<file path="src/hw/rtl/sws_pkg.sv">
// ============================================================================
// Stopwatch package
// Field widths, event codes, sequencer states and fixed constants.
// ============================================================================
package sws_pkg;

    // Input fields
    localparam int OPCODE_BITS  = 3;
    localparam int SECS_BITS    = 17;
    localparam int MICROS_BITS  = 20;
    localparam int IN_DATA_BITS = ((SECS_BITS + MICROS_BITS + 7) / 8) * 8;

    // Output fields
    localparam int OUT_ELAPSED_BITS = 32;
    localparam int MEAN_BITS        = 40;
    localparam int SQUARE_BITS      = 64;
    localparam int COUNT_BITS       = 32;
    localparam int OUT_RAW_BITS     = 1 + OUT_ELAPSED_BITS + MEAN_BITS + SQUARE_BITS
                                      + COUNT_BITS;
    localparam int OUT_DATA_BITS    = ((OUT_RAW_BITS + 7) / 8) * 8;

    // Interval arithmetic
    localparam int SECS_DIFF_BITS   = SECS_BITS + 2;
    localparam int MICROS_DIFF_BITS = MICROS_BITS + 1;
    localparam int SPAN_CALC_BITS   = 40;
    localparam int SPAN_BITS        = 37;

    localparam logic signed [SECS_DIFF_BITS-1:0] DAY_SECS    = 19'sd86400;
    localparam logic signed [SPAN_CALC_BITS-1:0] US_PER_SEC  = 40'sd1000000;

    // Divider sizes
    localparam int DIVIDEND_BITS = 64;
    localparam int DIVISOR_BITS  = COUNT_BITS;
    localparam int DIV_CNT_BITS  = $clog2(DIVIDEND_BITS);

    localparam logic [MEAN_BITS-1:0]  MEAN_MAX  = '1;
    localparam logic [COUNT_BITS-1:0] COUNT_MAX = '1;

    typedef enum logic [OPCODE_BITS-1:0] {
        OP_START  = 3'd0,
        OP_STOP   = 3'd1,
        OP_PAUSE  = 3'd2,
        OP_RESUME = 3'd3,
        OP_CLEAR  = 3'd4
    } op_t;

    typedef enum logic [2:0] {
        ST_IDLE,
        ST_SPAN,
        ST_APPLY,
        ST_MUL,
        ST_DIFF,
        ST_DIV,
        ST_FOLD,
        ST_DONE
    } fsm_state_t;

    // Strobes from the sequencer to the datapath
    typedef struct packed {
        logic in_ready;
        logic span_en;
        logic apply_en;
        logic mul_start;
        logic div_start;
        logic fold_en;
        logic out_load;
    } sws_ctl_t;

endpackage

</file>
<file path="src/hw/rtl/sws_serial_sqr.sv">
// ============================================================================
// Bit-serial squarer
// Shift-add squaring of one operand, one multiplier bit per cycle.
// ============================================================================
module sws_serial_sqr #(
    parameter int WIDTH = 32
) (
    input  logic               clk,
    input  logic               rst_n,
    input  logic               start,
    input  logic [WIDTH-1:0]   operand,
    output logic               done,
    output logic [2*WIDTH-1:0] product
);

    localparam int CNT_BITS = $clog2(WIDTH);

    logic                busy_reg, busy_next;
    logic                done_reg, done_next;
    logic [CNT_BITS-1:0] cnt_reg, cnt_next;
    logic [WIDTH-1:0]    a_reg, a_next;
    logic [2*WIDTH:0]    p_reg, p_next;
    logic [WIDTH:0]      addend;
    logic [WIDTH:0]      upper;

    // Add the operand into the upper half when the low bit is set, then shift
    always_comb
    begin
        addend    = p_reg[0] ? {1'b0, a_reg} : '0;
        upper     = p_reg[2*WIDTH:WIDTH] + addend;
        busy_next = busy_reg;
        done_next = 1'b0;
        cnt_next  = cnt_reg;
        a_next    = a_reg;
        p_next    = p_reg;
        if (start)
        begin
            busy_next = 1'b1;
            cnt_next  = CNT_BITS'(WIDTH - 1);
            a_next    = operand;
            p_next    = {{(WIDTH + 1){1'b0}}, operand};
        end
        else if (busy_reg)
        begin
            p_next   = {1'b0, upper, p_reg[WIDTH-1:1]};
            cnt_next = cnt_reg - 1'b1;
            if (cnt_reg == '0)
            begin
                busy_next = 1'b0;
                done_next = 1'b1;
            end
        end
    end

    // Control state
    always_ff @(posedge clk or negedge rst_n)
    begin
        if (!rst_n)
        begin
            busy_reg <= 1'b0;
            done_reg <= 1'b0;
            cnt_reg  <= '0;
        end
        else
        begin
            busy_reg <= busy_next;
            done_reg <= done_next;
            cnt_reg  <= cnt_next;
        end
    end

    // Operand and partial product
    always_ff @(posedge clk)
    begin
        a_reg <= a_next;
        p_reg <= p_next;
    end

    assign done    = done_reg;
    assign product = p_reg[2*WIDTH-1:0];

endmodule

</file>
<file path="src/hw/rtl/sws_serial_div.sv">
// ============================================================================
// Bit-serial divider
// Restoring division, one quotient bit per cycle, quotient shifted into
// the dividend register.
// ============================================================================
module sws_serial_div
    import sws_pkg::*;
(
    input  logic                     clk,
    input  logic                     rst_n,
    input  logic                     start,
    input  logic [DIVIDEND_BITS-1:0] dividend,
    input  logic [DIVISOR_BITS-1:0]  divisor,
    output logic                     done,
    output logic [DIVIDEND_BITS-1:0] quotient
);

    logic                     busy_reg, busy_next;
    logic                     done_reg, done_next;
    logic [DIV_CNT_BITS-1:0]  cnt_reg, cnt_next;
    logic [DIVIDEND_BITS-1:0] dvd_reg, dvd_next;
    logic [DIVISOR_BITS-1:0]  dvs_reg, dvs_next;
    logic [DIVISOR_BITS-1:0]  rem_reg, rem_next;
    logic [DIVISOR_BITS:0]    trial;
    logic [DIVISOR_BITS:0]    trial_sub;
    logic                     fits;

    // Bring down the next dividend bit and try to subtract the divisor
    always_comb
    begin
        trial     = {rem_reg, dvd_reg[DIVIDEND_BITS-1]};
        trial_sub = trial - {1'b0, dvs_reg};
        fits      = (trial >= {1'b0, dvs_reg});
        busy_next = busy_reg;
        done_next = 1'b0;
        cnt_next  = cnt_reg;
        dvd_next  = dvd_reg;
        dvs_next  = dvs_reg;
        rem_next  = rem_reg;
        if (start)
        begin
            busy_next = 1'b1;
            cnt_next  = DIV_CNT_BITS'(DIVIDEND_BITS - 1);
            dvd_next  = dividend;
            dvs_next  = divisor;
            rem_next  = '0;
        end
        else if (busy_reg)
        begin
            rem_next = fits ? trial_sub[DIVISOR_BITS-1:0] : trial[DIVISOR_BITS-1:0];
            dvd_next = {dvd_reg[DIVIDEND_BITS-2:0], fits};
            cnt_next = cnt_reg - 1'b1;
            if (cnt_reg == '0)
            begin
                busy_next = 1'b0;
                done_next = 1'b1;
            end
        end
    end

    // Control state
    always_ff @(posedge clk or negedge rst_n)
    begin
        if (!rst_n)
        begin
            busy_reg <= 1'b0;
            done_reg <= 1'b0;
            cnt_reg  <= '0;
        end
        else
        begin
            busy_reg <= busy_next;
            done_reg <= done_next;
            cnt_reg  <= cnt_next;
        end
    end

    // Working registers
    always_ff @(posedge clk)
    begin
        dvd_reg <= dvd_next;
        dvs_reg <= dvs_next;
        rem_reg <= rem_next;
    end

    assign done     = done_reg;
    assign quotient = dvd_reg;

endmodule

</file>
<file path="src/hw/rtl/stopwatch_with_running_stats.sv">
// ============================================================================
// Stopwatch with running statistics
// Takes start/stop/pause/resume/clear events with time-of-day stamps, keeps
// the elapsed time and folds each stop into a running mean and mean square.
// ============================================================================
//
//  Channel  | Handshake           | Payload
//  ---------+---------------------+-----------------------------------------
//  input    | s_tvalid / s_tready | s_tuser opcode, s_tdata time stamp
//  output   | m_tvalid / m_tready | m_tdata ok, elapsed, mean, mean square,
//           |                     | sample count
//
//  A result is offered after its beat passes the span and apply steps; an
//  accepted stop also runs the bit-serial squarer, then the two bit-serial
//  dividers side by side, and the fold before its result is offered.
//  One event is in work at a time; s_tready returns in the cycle the result is
//  offered, even while that result still waits in the output register.
//  Reset clears all watch and statistics state; no result is pending.
//
module stopwatch_with_running_stats
    import sws_pkg::*;
#(
    parameter int ELAPSED_BITS   = 32,
    parameter int MEAN_FRAC_BITS = 8
) (
    input  logic                     clk,
    input  logic                     rst_n,
    input  logic                     s_tvalid,
    output logic                     s_tready,
    input  logic [OPCODE_BITS-1:0]   s_tuser,   // opcode
    input  logic [IN_DATA_BITS-1:0]  s_tdata,   // now_seconds, now_micros, zero pad
    output logic                     m_tvalid,
    input  logic                     m_tready,
    output logic [OUT_DATA_BITS-1:0] m_tdata    // ok, elapsed_us, mean_us,
                                                // mean_square, sample_count, zero pad
);

    localparam int SUM_BITS = SPAN_BITS + 1;
    localparam logic [ELAPSED_BITS-1:0] ELAPSED_MAX = '1;

    fsm_state_t state_reg, state_next;
    sws_ctl_t   ctl;

    // Event beat
    op_t                    op_reg;
    logic [SECS_BITS-1:0]   now_s_reg;
    logic [MICROS_BITS-1:0] now_us_reg;

    // Watch state
    logic                    running_reg, running_next;
    logic                    held_reg, held_next;
    logic [SECS_BITS-1:0]    start_s_reg, start_s_next;
    logic [MICROS_BITS-1:0]  start_us_reg, start_us_next;
    logic [ELAPSED_BITS-1:0] elapsed_reg, elapsed_next;
    logic [MEAN_BITS-1:0]    mean_reg, mean_next;
    logic [SQUARE_BITS-1:0]  square_reg, square_next;
    logic [COUNT_BITS-1:0]   count_reg, count_next;
    logic                    ok_reg, ok_next;

    // Datapath between steps
    logic [SPAN_BITS-1:0]    span_reg, span_next;
    logic                    mean_up_reg, mean_up_next;
    logic                    sq_up_reg, sq_up_next;

    // Output register
    logic                        out_valid_reg, out_valid_next;
    logic                        out_ok_reg;
    logic [OUT_ELAPSED_BITS-1:0] out_elapsed_reg;
    logic [MEAN_BITS-1:0]        out_mean_reg;
    logic [SQUARE_BITS-1:0]      out_square_reg;
    logic [COUNT_BITS-1:0]       out_count_reg;

    logic stop_taken;

    // Interval
    logic signed [SECS_DIFF_BITS-1:0]   secs_diff;
    logic signed [MICROS_DIFF_BITS-1:0] micros_diff;
    logic signed [SPAN_CALC_BITS-1:0]   secs_ext;
    logic signed [SPAN_CALC_BITS-1:0]   micros_ext;
    logic signed [SPAN_CALC_BITS-1:0]   us_total;

    // Elapsed accumulate
    logic [SUM_BITS-1:0]     elapsed_sum;
    logic [ELAPSED_BITS-1:0] elapsed_added;

    // Statistics
    logic                        sqr_done;
    logic [2*ELAPSED_BITS-1:0]   sqr_product;
    logic [DIVIDEND_BITS-1:0]    mean_target;
    logic [DIVIDEND_BITS-1:0]    mean_wide;
    logic [SQUARE_BITS-1:0]      sq_target;
    logic [DIVIDEND_BITS-1:0]    mean_dvd;
    logic [DIVIDEND_BITS-1:0]    sq_dvd;
    logic                        mean_div_done;
    logic                        sq_div_done;
    logic [DIVIDEND_BITS-1:0]    mean_q;
    logic [DIVIDEND_BITS-1:0]    sq_q;
    logic [DIVIDEND_BITS:0]      mean_up_sum;

    assign stop_taken = (op_reg == OP_STOP) && running_reg;

    // ------------------------------------------------------------------
    // Sequencer: next state
    // ------------------------------------------------------------------
    always_comb
    begin
        state_next = state_reg;
        unique case (state_reg)
            ST_IDLE:
            begin
                if (s_tvalid)
                    state_next = ST_SPAN;
            end
            ST_SPAN:  state_next = ST_APPLY;
            ST_APPLY: state_next = stop_taken ? ST_MUL : ST_DONE;
            ST_MUL:
            begin
                if (sqr_done)
                    state_next = ST_DIFF;
            end
            ST_DIFF:  state_next = ST_DIV;
            ST_DIV:
            begin
                if (mean_div_done && sq_div_done)
                    state_next = ST_FOLD;
            end
            ST_FOLD:  state_next = ST_DONE;
            ST_DONE:
            begin
                if (!out_valid_reg || m_tready)
                    state_next = ST_IDLE;
            end
            default:  state_next = ST_IDLE;
        endcase
    end

    // ------------------------------------------------------------------
    // Sequencer: strobes
    // ------------------------------------------------------------------
    always_comb
    begin
        ctl = '0;
        unique case (state_reg)
            ST_IDLE:  ctl.in_ready  = 1'b1;
            ST_SPAN:  ctl.span_en   = 1'b1;
            ST_APPLY:
            begin
                ctl.apply_en  = 1'b1;
                ctl.mul_start = stop_taken;
            end
            ST_DIFF:  ctl.div_start = 1'b1;
            ST_FOLD:  ctl.fold_en   = 1'b1;
            ST_DONE:  ctl.out_load  = !out_valid_reg || m_tready;
            default:  ctl = '0;
        endcase
    end

    always_ff @(posedge clk or negedge rst_n)
    begin
        if (!rst_n)
            state_reg <= ST_IDLE;
        else
            state_reg <= state_next;
    end

    // Latch the event beat
    always_ff @(posedge clk)
    begin
        if (s_tvalid && ctl.in_ready)
        begin
            op_reg     <= op_t'(s_tuser);
            now_s_reg  <= s_tdata[SECS_BITS-1:0];
            now_us_reg <= s_tdata[SECS_BITS+MICROS_BITS-1:SECS_BITS];
        end
    end

    // ------------------------------------------------------------------
    // Interval since the start stamp, wrapped across midnight, floored at 0
    // ------------------------------------------------------------------
    always_comb
    begin
        secs_diff = $signed({2'b00, now_s_reg}) - $signed({2'b00, start_s_reg});
        if (now_s_reg < start_s_reg)
            secs_diff = secs_diff + DAY_SECS;
        micros_diff = $signed({1'b0, now_us_reg}) - $signed({1'b0, start_us_reg});
        secs_ext    = SPAN_CALC_BITS'(secs_diff);
        micros_ext  = SPAN_CALC_BITS'(micros_diff);
        us_total    = secs_ext * US_PER_SEC + micros_ext;
        span_next   = span_reg;
        if (ctl.span_en)
            span_next = us_total[SPAN_CALC_BITS-1] ? '0 : us_total[SPAN_BITS-1:0];
    end

    always_ff @(posedge clk)
    begin
        span_reg <= span_next;
    end

    // Add the interval to the elapsed total, saturating
    always_comb
    begin
        elapsed_sum   = SUM_BITS'(elapsed_reg) + SUM_BITS'(span_reg);
        elapsed_added = (elapsed_sum[SUM_BITS-1:ELAPSED_BITS] != '0)
                        ? ELAPSED_MAX : elapsed_sum[ELAPSED_BITS-1:0];
    end

    // ------------------------------------------------------------------
    // Event decode and watch state update
    // ------------------------------------------------------------------
    always_comb
    begin
        running_next  = running_reg;
        held_next     = held_reg;
        start_s_next  = start_s_reg;
        start_us_next = start_us_reg;
        elapsed_next  = elapsed_reg;
        count_next    = count_reg;
        ok_next       = ok_reg;
        if (ctl.apply_en)
        begin
            ok_next = 1'b1;
            unique case (op_reg)
                OP_START:
                begin
                    running_next  = 1'b1;
                    held_next     = 1'b0;
                    elapsed_next  = '0;
                    start_s_next  = now_s_reg;
                    start_us_next = now_us_reg;
                end
                OP_STOP:
                begin
                    if (!running_reg)
                        ok_next = 1'b0;
                    else
                    begin
                        running_next = 1'b0;
                        if (!held_reg)
                            elapsed_next = elapsed_added;
                        if (count_reg != COUNT_MAX)
                            count_next = count_reg + 1'b1;
                    end
                end
                OP_PAUSE:
                begin
                    if (held_reg || !running_reg)
                        ok_next = 1'b0;
                    else
                    begin
                        held_next    = 1'b1;
                        elapsed_next = elapsed_added;
                    end
                end
                OP_RESUME:
                begin
                    if (!running_reg)
                    begin
                        running_next  = 1'b1;
                        held_next     = 1'b0;
                        elapsed_next  = '0;
                        start_s_next  = now_s_reg;
                        start_us_next = now_us_reg;
                    end
                    else if (held_reg)
                    begin
                        held_next     = 1'b0;
                        start_s_next  = now_s_reg;
                        start_us_next = now_us_reg;
                    end
                end
                OP_CLEAR:
                begin
                    if (!running_reg)
                        elapsed_next = '0;
                end
                default:  ok_next = 1'b0;
            endcase
        end
    end

    // ------------------------------------------------------------------
    // Statistics: square, distance to target, divide by count, fold back
    // ------------------------------------------------------------------
    sws_serial_sqr #(
        .WIDTH (ELAPSED_BITS)
    ) u_sqr (
        .clk     (clk),
        .rst_n   (rst_n),
        .start   (ctl.mul_start),
        .operand (elapsed_next),
        .done    (sqr_done),
        .product (sqr_product)
    );

    always_comb
    begin
        mean_target  = DIVIDEND_BITS'(elapsed_reg) << MEAN_FRAC_BITS;
        mean_wide    = DIVIDEND_BITS'(mean_reg);
        sq_target    = SQUARE_BITS'(sqr_product);
        mean_up_next = mean_up_reg;
        sq_up_next   = sq_up_reg;
        if (ctl.div_start)
        begin
            mean_up_next = (mean_target >= mean_wide);
            sq_up_next   = (sq_target >= square_reg);
        end
        mean_dvd = (mean_target >= mean_wide) ? (mean_target - mean_wide)
                                              : (mean_wide - mean_target);
        sq_dvd   = (sq_target >= square_reg) ? (sq_target - square_reg)
                                             : (square_reg - sq_target);
    end

    sws_serial_div u_mean_div (
        .clk      (clk),
        .rst_n    (rst_n),
        .start    (ctl.div_start),
        .dividend (mean_dvd),
        .divisor  (count_reg),
        .done     (mean_div_done),
        .quotient (mean_q)
    );

    sws_serial_div u_sq_div (
        .clk      (clk),
        .rst_n    (rst_n),
        .start    (ctl.div_start),
        .dividend (sq_dvd),
        .divisor  (count_reg),
        .done     (sq_div_done),
        .quotient (sq_q)
    );

    // Move each accumulator toward its target by the quotient
    always_comb
    begin
        mean_up_sum = {1'b0, mean_wide} + {1'b0, mean_q};
        mean_next   = mean_reg;
        square_next = square_reg;
        if (ctl.fold_en)
        begin
            if (mean_up_reg)
                mean_next = (mean_up_sum[DIVIDEND_BITS:MEAN_BITS] != '0)
                            ? MEAN_MAX : mean_up_sum[MEAN_BITS-1:0];
            else
                mean_next = mean_reg - mean_q[MEAN_BITS-1:0];
            if (sq_up_reg)
                square_next = square_reg + sq_q;
            else
                square_next = square_reg - sq_q;
        end
    end

    // Watch and statistics state
    always_ff @(posedge clk or negedge rst_n)
    begin
        if (!rst_n)
        begin
            running_reg  <= 1'b0;
            held_reg     <= 1'b0;
            start_s_reg  <= '0;
            start_us_reg <= '0;
            elapsed_reg  <= '0;
            mean_reg     <= '0;
            square_reg   <= '0;
            count_reg    <= '0;
        end
        else
        begin
            running_reg  <= running_next;
            held_reg     <= held_next;
            start_s_reg  <= start_s_next;
            start_us_reg <= start_us_next;
            elapsed_reg  <= elapsed_next;
            mean_reg     <= mean_next;
            square_reg   <= square_next;
            count_reg    <= count_next;
        end
    end

    always_ff @(posedge clk)
    begin
        ok_reg      <= ok_next;
        mean_up_reg <= mean_up_next;
        sq_up_reg   <= sq_up_next;
    end

    // ------------------------------------------------------------------
    // Output register: load a finished result, drop valid once taken
    // ------------------------------------------------------------------
    always_comb
    begin
        out_valid_next = out_valid_reg;
        if (ctl.out_load)
            out_valid_next = 1'b1;
        else if (m_tready)
            out_valid_next = 1'b0;
    end

    always_ff @(posedge clk or negedge rst_n)
    begin
        if (!rst_n)
            out_valid_reg <= 1'b0;
        else
            out_valid_reg <= out_valid_next;
    end

    always_ff @(posedge clk)
    begin
        if (ctl.out_load)
        begin
            out_ok_reg      <= ok_reg;
            out_elapsed_reg <= OUT_ELAPSED_BITS'(elapsed_reg);
            out_mean_reg    <= mean_reg;
            out_square_reg  <= square_reg;
            out_count_reg   <= count_reg;
        end
    end

    assign s_tready = ctl.in_ready;
    assign m_tvalid = out_valid_reg;
    assign m_tdata  = {{(OUT_DATA_BITS - OUT_RAW_BITS){1'b0}}, out_count_reg,
                       out_square_reg, out_mean_reg, out_elapsed_reg, out_ok_reg};

endmodule

</file>
<file path="config.mk">
export PLATFORM = sky130hd
export DESIGN_NAME = stopwatch_with_running_stats
export DESIGN_NICKNAME = d
export VERILOG_FILES = /design/src/hw/rtl/sws_pkg.sv /design/src/hw/rtl/sws_serial_sqr.sv /design/src/hw/rtl/sws_serial_div.sv /design/src/hw/rtl/stopwatch_with_running_stats.sv
export SDC_FILE = /design/constraint.sdc
export NUM_CORES = 2
export LEC_CHECK = 0
export BUFFER_PORTS_ARGS = -buffer_cell sky130_fd_sc_hd__buf_4
export CORE_MARGIN = 2
export CORE_UTILIZATION = 32
export DETAILED_ROUTE_END_ITERATION = 12
export PLACE_DENSITY = 0.45
export SLEW_MARGIN = 20
export SYNTH_ARGS = -nofsm -noshare
export SYNTH_HDL_FRONTEND = slang
export SYNTH_SLANG_ARGS = --single-unit
export TNS_END_PERCENT = 30
</file>
<file path="constraint.sdc">
create_clock -name clk -period 25.3 [get_ports clk]
set_input_delay 1.265 -clock clk [delete_from_list [all_inputs] [get_ports clk]]
set_output_delay 1.265 -clock clk [all_outputs]
set_load 0.02 [all_outputs]
</file>
Word level (Yosys, flattened, before mapping)
Index checks and enable logic that the tools add are counted.
{"block": "classes", "n_reduce_logical": 29, "n_mux": 72, "addsub": 20, "n_mul": 1, "magnitude_cmp": 5, "n_eq_ne": 18}
{"operator": "64-bit two-way mux", "n": 7}
{"operator": "32-bit two-way mux", "n": 11}
{"operator": "64-bit subtractor", "n": 3}
{"operator": "32-bit one-hot mux with 4 select lines", "n": 1}
{"operator": "40-bit by 40-bit subtractor with 41-bit output", "n": 2}
{"operator": "40-bit two-way mux", "n": 2}
{"operator": "33-bit by 32-bit >= comparator with 1-bit output", "n": 2}
{"operator": "40-bit by 64-bit adder with 65-bit output", "n": 1}
{"operator": "64-bit adder", "n": 1}
{"operator": "64-bit >= comparator", "n": 1}
{"operator": "32-bit subtractor", "n": 2}
{"operator": "40-bit by 21-bit adder with 40-bit output", "n": 1}
{"operator": "40-bit >= comparator", "n": 1}
{"operator": "20-bit two-way mux", "n": 2}
{"operator": "20-bit one-hot mux with 2 select lines", "n": 1}
{"operator": "40-bit subtractor", "n": 1}
{"operator": "32-bit by 37-bit adder with 38-bit output", "n": 1}
{"operator": "19-bit by 15-bit multiplier with 34-bit output, second input constant", "n": 1}
{"operator": "17-bit two-way mux", "n": 2}
{"operator": "17-bit one-hot mux with 2 select lines", "n": 1}
{"operator": "32-bit by 32-bit adder with 33-bit output", "n": 1}
{"operator": "32-bit by 1-bit adder with 32-bit output, second input constant", "n": 1}
{"operator": "32-bit inequality test, second input constant", "n": 1}
{"operator": "1-bit two-way mux", "n": 28}
{"operator": "other kinds (34)", "n": 70}
{"block": "totals", "word_cells": 184, "reg_bits": 803, "out_inout_bits": 178}

Longest topological paths before layout
{"block": "depth", "depth_word": 8, "mapped_depth": 45, "depth_no_buf": 44}

Cells and area by module
A second synthesis with hierarchy kept.
{"block": "hier_totals", "hier_cells": 7736, "hier_area_um2": 69280.2}
{"module": "stopwatch_with_running_stats", "instances": 1, "area_each_um2": 48682.9, "seq_area_each_um2": 12757.2, "cells_each": 5855}
{"module": "sws_serial_div", "instances": 2, "area_each_um2": 7352.1, "seq_area_each_um2": 3723.6, "cells_each": 666}
{"module": "sws_serial_sqr", "instances": 1, "area_each_um2": 5893.2, "seq_area_each_um2": 2737.6, "cells_each": 549}

Least setup slack after synthesis
No wires, ideal clock.
{"block": "synth_path", "path_type": "register to register", "startpoint": "register now_s_reg[0]", "endpoint": "register span_reg[29] (data pin)", "period_less_slack_ns": 9.321, "t_required_ns": 25.043, "path_buffers": 1, "path_stages_with_launch": 41, "t_arrival_ns": 9.064, "setup_slack_ns": 15.979, "cell_sequence": "edfxtp_1 -> inv_1 -> ha_1 -> fa_1 -> nand3b_1 -> a311oi_1 -> o2111a_1 -> a311oi_1 -> o21ai_0 -> a21oi_1 -> xnor2_1 -> ha_1 -> inv_1 -> fa_1 -> fa_1 -> inv_1 -> fa_1 -> fa_1 -> (+5 left out) -> o22ai_1 -> o21ba_1 -> o21a_1 -> nor2_1 -> xnor2_1 -> ha_1 -> and3_1 -> a31o_2 -> a31oi_1 -> nand2_1 -> a31oi_1 -> o21ai_0 -> o21ai_0 -> xnor2_1 -> xnor2_1 -> xnor2_2 -> buf_2 -> nor2_1"}
{"block": "synth_via", "elab_chain_len": 5, "elab_cells_between_ends": 6, "classes_between": "add/sub: 3; mul: 1; order compare: 1; mux: 1"}
{"element": "start, declared", "line_no": "stopwatch_with_running_stats.sv:46", "source": "logic [SECS_BITS-1:0] now_s_reg;"}
{"element": "start signal, assigned", "line_no": "stopwatch_with_running_stats.sv:172", "source": "now_s_reg <= s_tdata[SECS_BITS-1:0];"}
{"element": "17-bit by 17-bit subtractor with 18-bit output", "line_no": "stopwatch_with_running_stats.sv:182", "source": "secs_diff = $signed({2'b00, now_s_reg}) - $signed({2'b00, start_s_reg});"}
{"element": "18-bit by 18-bit adder with 19-bit output", "line_no": "stopwatch_with_running_stats.sv:184", "source": "secs_diff = secs_diff + DAY_SECS;"}
{"element": "19-bit two-way mux (*)", "line_no": "stopwatch_with_running_stats.sv:183", "source": "if (now_s_reg < start_s_reg)"}
{"element": "19-bit by 15-bit multiplier with 34-bit output (*)", "line_no": "stopwatch_with_running_stats.sv:188", "source": "us_total = secs_ext * US_PER_SEC + micros_ext;"}
{"element": "40-bit by 21-bit adder with 40-bit output (*)", "line_no": "stopwatch_with_running_stats.sv:188"}
{"element": "end signal, assigned", "line_no": "stopwatch_with_running_stats.sv:196", "source": "span_reg <= span_next;"}
{"element": "end, declared", "line_no": "stopwatch_with_running_stats.sv:61", "source": "logic [SPAN_BITS-1:0] span_reg, span_next;"}
Mark *: on every way between the ends. The rest lies on a longest branch, timed or not.
A chain may end at the register's enable or synchronous reset.

Final worst setup path
{"block": "layout_path", "startpoint": "register now_s_reg[0]", "endpoint": "register span_reg[8] (data pin)"}
Same word-level chain as after synthesis.

==> flow_summary_export.csv <==
group,metric,value,unit
detailed_routing,wl_per_cell,20.5,um
layout,finish.instance_area,73200,sq um
yosys,synthArstFlopShare,29.1,%
yosys,synth-main-ff-cell,"edfxtp_1",
clocking,cts_tree,"built",
detailed_routing,drc,0,
detailed_routing,first_pass_iters,5,
worst_setup_path,cp_slowest_stage_delay,0.87,ns
global_route,grt_pass1_wl,323,mm
timing,rsz0062_at_grt,"false",
global_route,gr-usage-all-layers,19.8,%
die,dieWidth,455,um
worst_setup_path,worstPathMaxFanout,37,
global_route,antenna_found_initial,2,
clocking,htree_levels,3,
timing,tightestPinTransition,1.07,ns
clocking,cts_sinks,803,
yosys,synth_cell_types,103,
worst_setup_path,cp_slowest_cell,"xnor2_4",
timing,fin_skew,0.0278,ns
global_route,grt_pass1_vias,52100,
detailed_routing,vias,53600,
layout,multi_input_area,39800,sq um
timing,fin_crit_sh,43.6,%
layout,area_growth,12.3,%
place,place_area,69600,sq um
detailed_routing,antenna_left,0,
yosys,synth_edf_count,473,
timing,drv_slew,0,
worst_setup_path,path_class,"register to register",
timing,period_needed,11.04,ns
worst_setup_path,crit_path_start_kind,"register",
clocking,clkLatencyLatePin,0.77,ns
layout,drive_gt1_share,7.55,%
layout,layout.area.seq,22000,sq um
die,die-area,207000,sq um
yosys,syn_area,65200,sq um
die,initial_core_util,32.2,%
timing,slew_headroom,26.6,%
place,port-buffer-count,214,
clocking,cts-root-buf,"clkbuf_16",
timing,setup_viol,0,
layout,fin_nets,8363,
status,status,"completed",
clocking,post_cts_resized,0,
detailed_routing,totalWireLength,211,mm
place,dp_hpwl,169,mm
detailed_routing,routed_via_density,5.20,
timing,hold_viol,0,
clocking,clk_pin_slew,0.06,ns
global_route,gr-total-overflow,0,
die,pin_count,225,
layout,fin_cells,10300,
hold_path,min_path_type,"input port to async pin",
place,place_congestion,0.913,
global_route,grt_max_degree,81,
die,fp.coreArea,202000,sq um
worst_setup_path,required,25.75,ns
timing,fmax,90.6,MHz
clocking,cts_made_buffers,100,
yosys,avgSynthCellArea,8.77,sq um
clocking,clk_path_buf_depth,3,
yosys,syn_inst,7438,
clocking,postCtsSetupBuffers,0,
place,placed_cells,10100,
die,die_y,455,um
yosys,yosysWarnings,0,
detailed_routing,drt_iter0_markers,3466,
clocking,cts_hold_buffers,0,
worst_setup_path,cp_common_cell,"ha_1",
yosys,ys_ff_latch,803,
worst_setup_path,end_kind,"register",
yosys,synth_top_area_share,21.8,%
yosys,ys_seq_area_share,33.7,%
yosys,synth_top_area_cell,"edfxtp_1",
worst_setup_path,cp_data_arrival_time,11.49,ns
layout,fillers,20900,
timing,fin_tns_setup,0,ns
yosys,synthTopCellsByArea,"edfxtp_1 22%, ha_1 13%, dfrtp_1 9.0%",
flow_run,drv_cap,0,
die,rows,165,
==> final cells by class <==
cell class | count | area share, %
Tap cell | 2672 | 4.56
Clock inverter | 57 | 1.10
Antenna cell | 2 | 0.00683
Clock buffer | 133 | 3.75
Inverter | 633 | 3.25
Sequential cell | 803 | 30.0
Timing Repair Buffer | 288 | 3.01
Multi-Input combinational cell | 5714 | 54.3
==> critical path: cells and delay by family (launching register included) <==
family	cells	cell delay, ns
compound gates	16	4.05
fa+ha+maj	9	3.09
xor+xnor	5	1.89
simple gates	8	1.06
flops	1	0.38
buf+inv	3	0.20
==> layer usage <==
layer | share of wire [%] | global-route usage (%)
met5 | 0 | 0
met4 | 2.5 | 5.29
met3 | 3.3 | 2.01
met2 | 47 | 33.2
met1 | 48 | 27.1
==> synth_stat cells (all sizes together), types with 91 or more instances <==
master	count
xnor2	298
xor2	212
inv	631
dfrtp	234
ha	685
dfxtp	96
nor2	514
nand4	92
nand3	124
edfxtp	473
nor3	133
clkbuf	249
fa	91
nand2	651
a21o	250
o21bai	98
o21ai	674
a21oi	700
==> kinds of logic (layout without fill, tap and decap cells) <==
kind of cell / Yosys count / count (layout) / share of synthesized area [%]
and+or+nand+nor: 1999 / 1999 / 14.5
adders and majority gates: 776 / 776 / 15.9
buffers and inverters: 928 / 1111 / 5.48
DFF: 803 / 803 / 33.7
xor gates and xnor gates: 510 / 510 / 6.86
muxes: 84 / 84 / 1.32
AOI/OAI and AO/OA: 2337 / 2337 / 22.2
other: 1 / 10 / 0.00575
==> stage by stage <==
| stage | hold slack [ns] | utilization (%) | setup WS, ns |
|---|---|---|---|
| 2_1_floorplan | 0.400 | - | 15.98 |
| 3_3_place_gp | 0.477 | 34.4 | 14.23 |
| 3_5_place_dp | 0.479 | 34.4 | 14.16 |
| 4_1_cts | 0.369 | 36.2 | 14.10 |
| 5_1_grt | 0.417 | 36.2 | 13.13 |
| 6_report | 0.410 | 36.2 | 14.26 |
==> path summary, 6_finish.rpt <==
kind	endpoint	slack, ns	cells past startpoint	start
worst max-delay path	span_reg[8]	14.26	41	now_s_reg[0]
worst min-delay path	square_reg[29]	0.41	1	rst_n
max in group asynchronous	start_s_reg[14]	22.45	4	rst_n
worst max register to register	span_reg[8]	14.26	41	now_s_reg[0]
min in group clk	start_s_reg[13]	0.49	2	now_s_reg[13]
worst min register to register	start_s_reg[13]	0.49	2	now_s_reg[13]
==> layout by cell type (no fill, tap or decap), types with 31 or more instances in the layout <==
cell	n
nor3_1	130
o21ai_0	619
dfrtp_1	232
o21a_1	55
nand2b_1	84
a21o_1	250
and3_1	68
dfxtp_1	96
inv_1	623
o31ai_1	57
nand4_1	92
and2_1	66
mux2i_1	66
nor2_1	512
a21oi_1	699
o21ai_1	55
or3_1	31
edfxtp_1	473
o21bai_1	98
o22ai_1	33
nand2_1	649
a31oi_1	87
ha_1	685
clkbuf_16	100
a211oi_1	65
nand3_1	124
buf_4	284
xnor2_1	297
nor2b_1	78
o211ai_1	51
fa_1	91
nor4_1	31
xor2_1	212
Power is not shown: default switching activity piles up to over one toggle a cycle in this logic, so the estimate is an artifact.
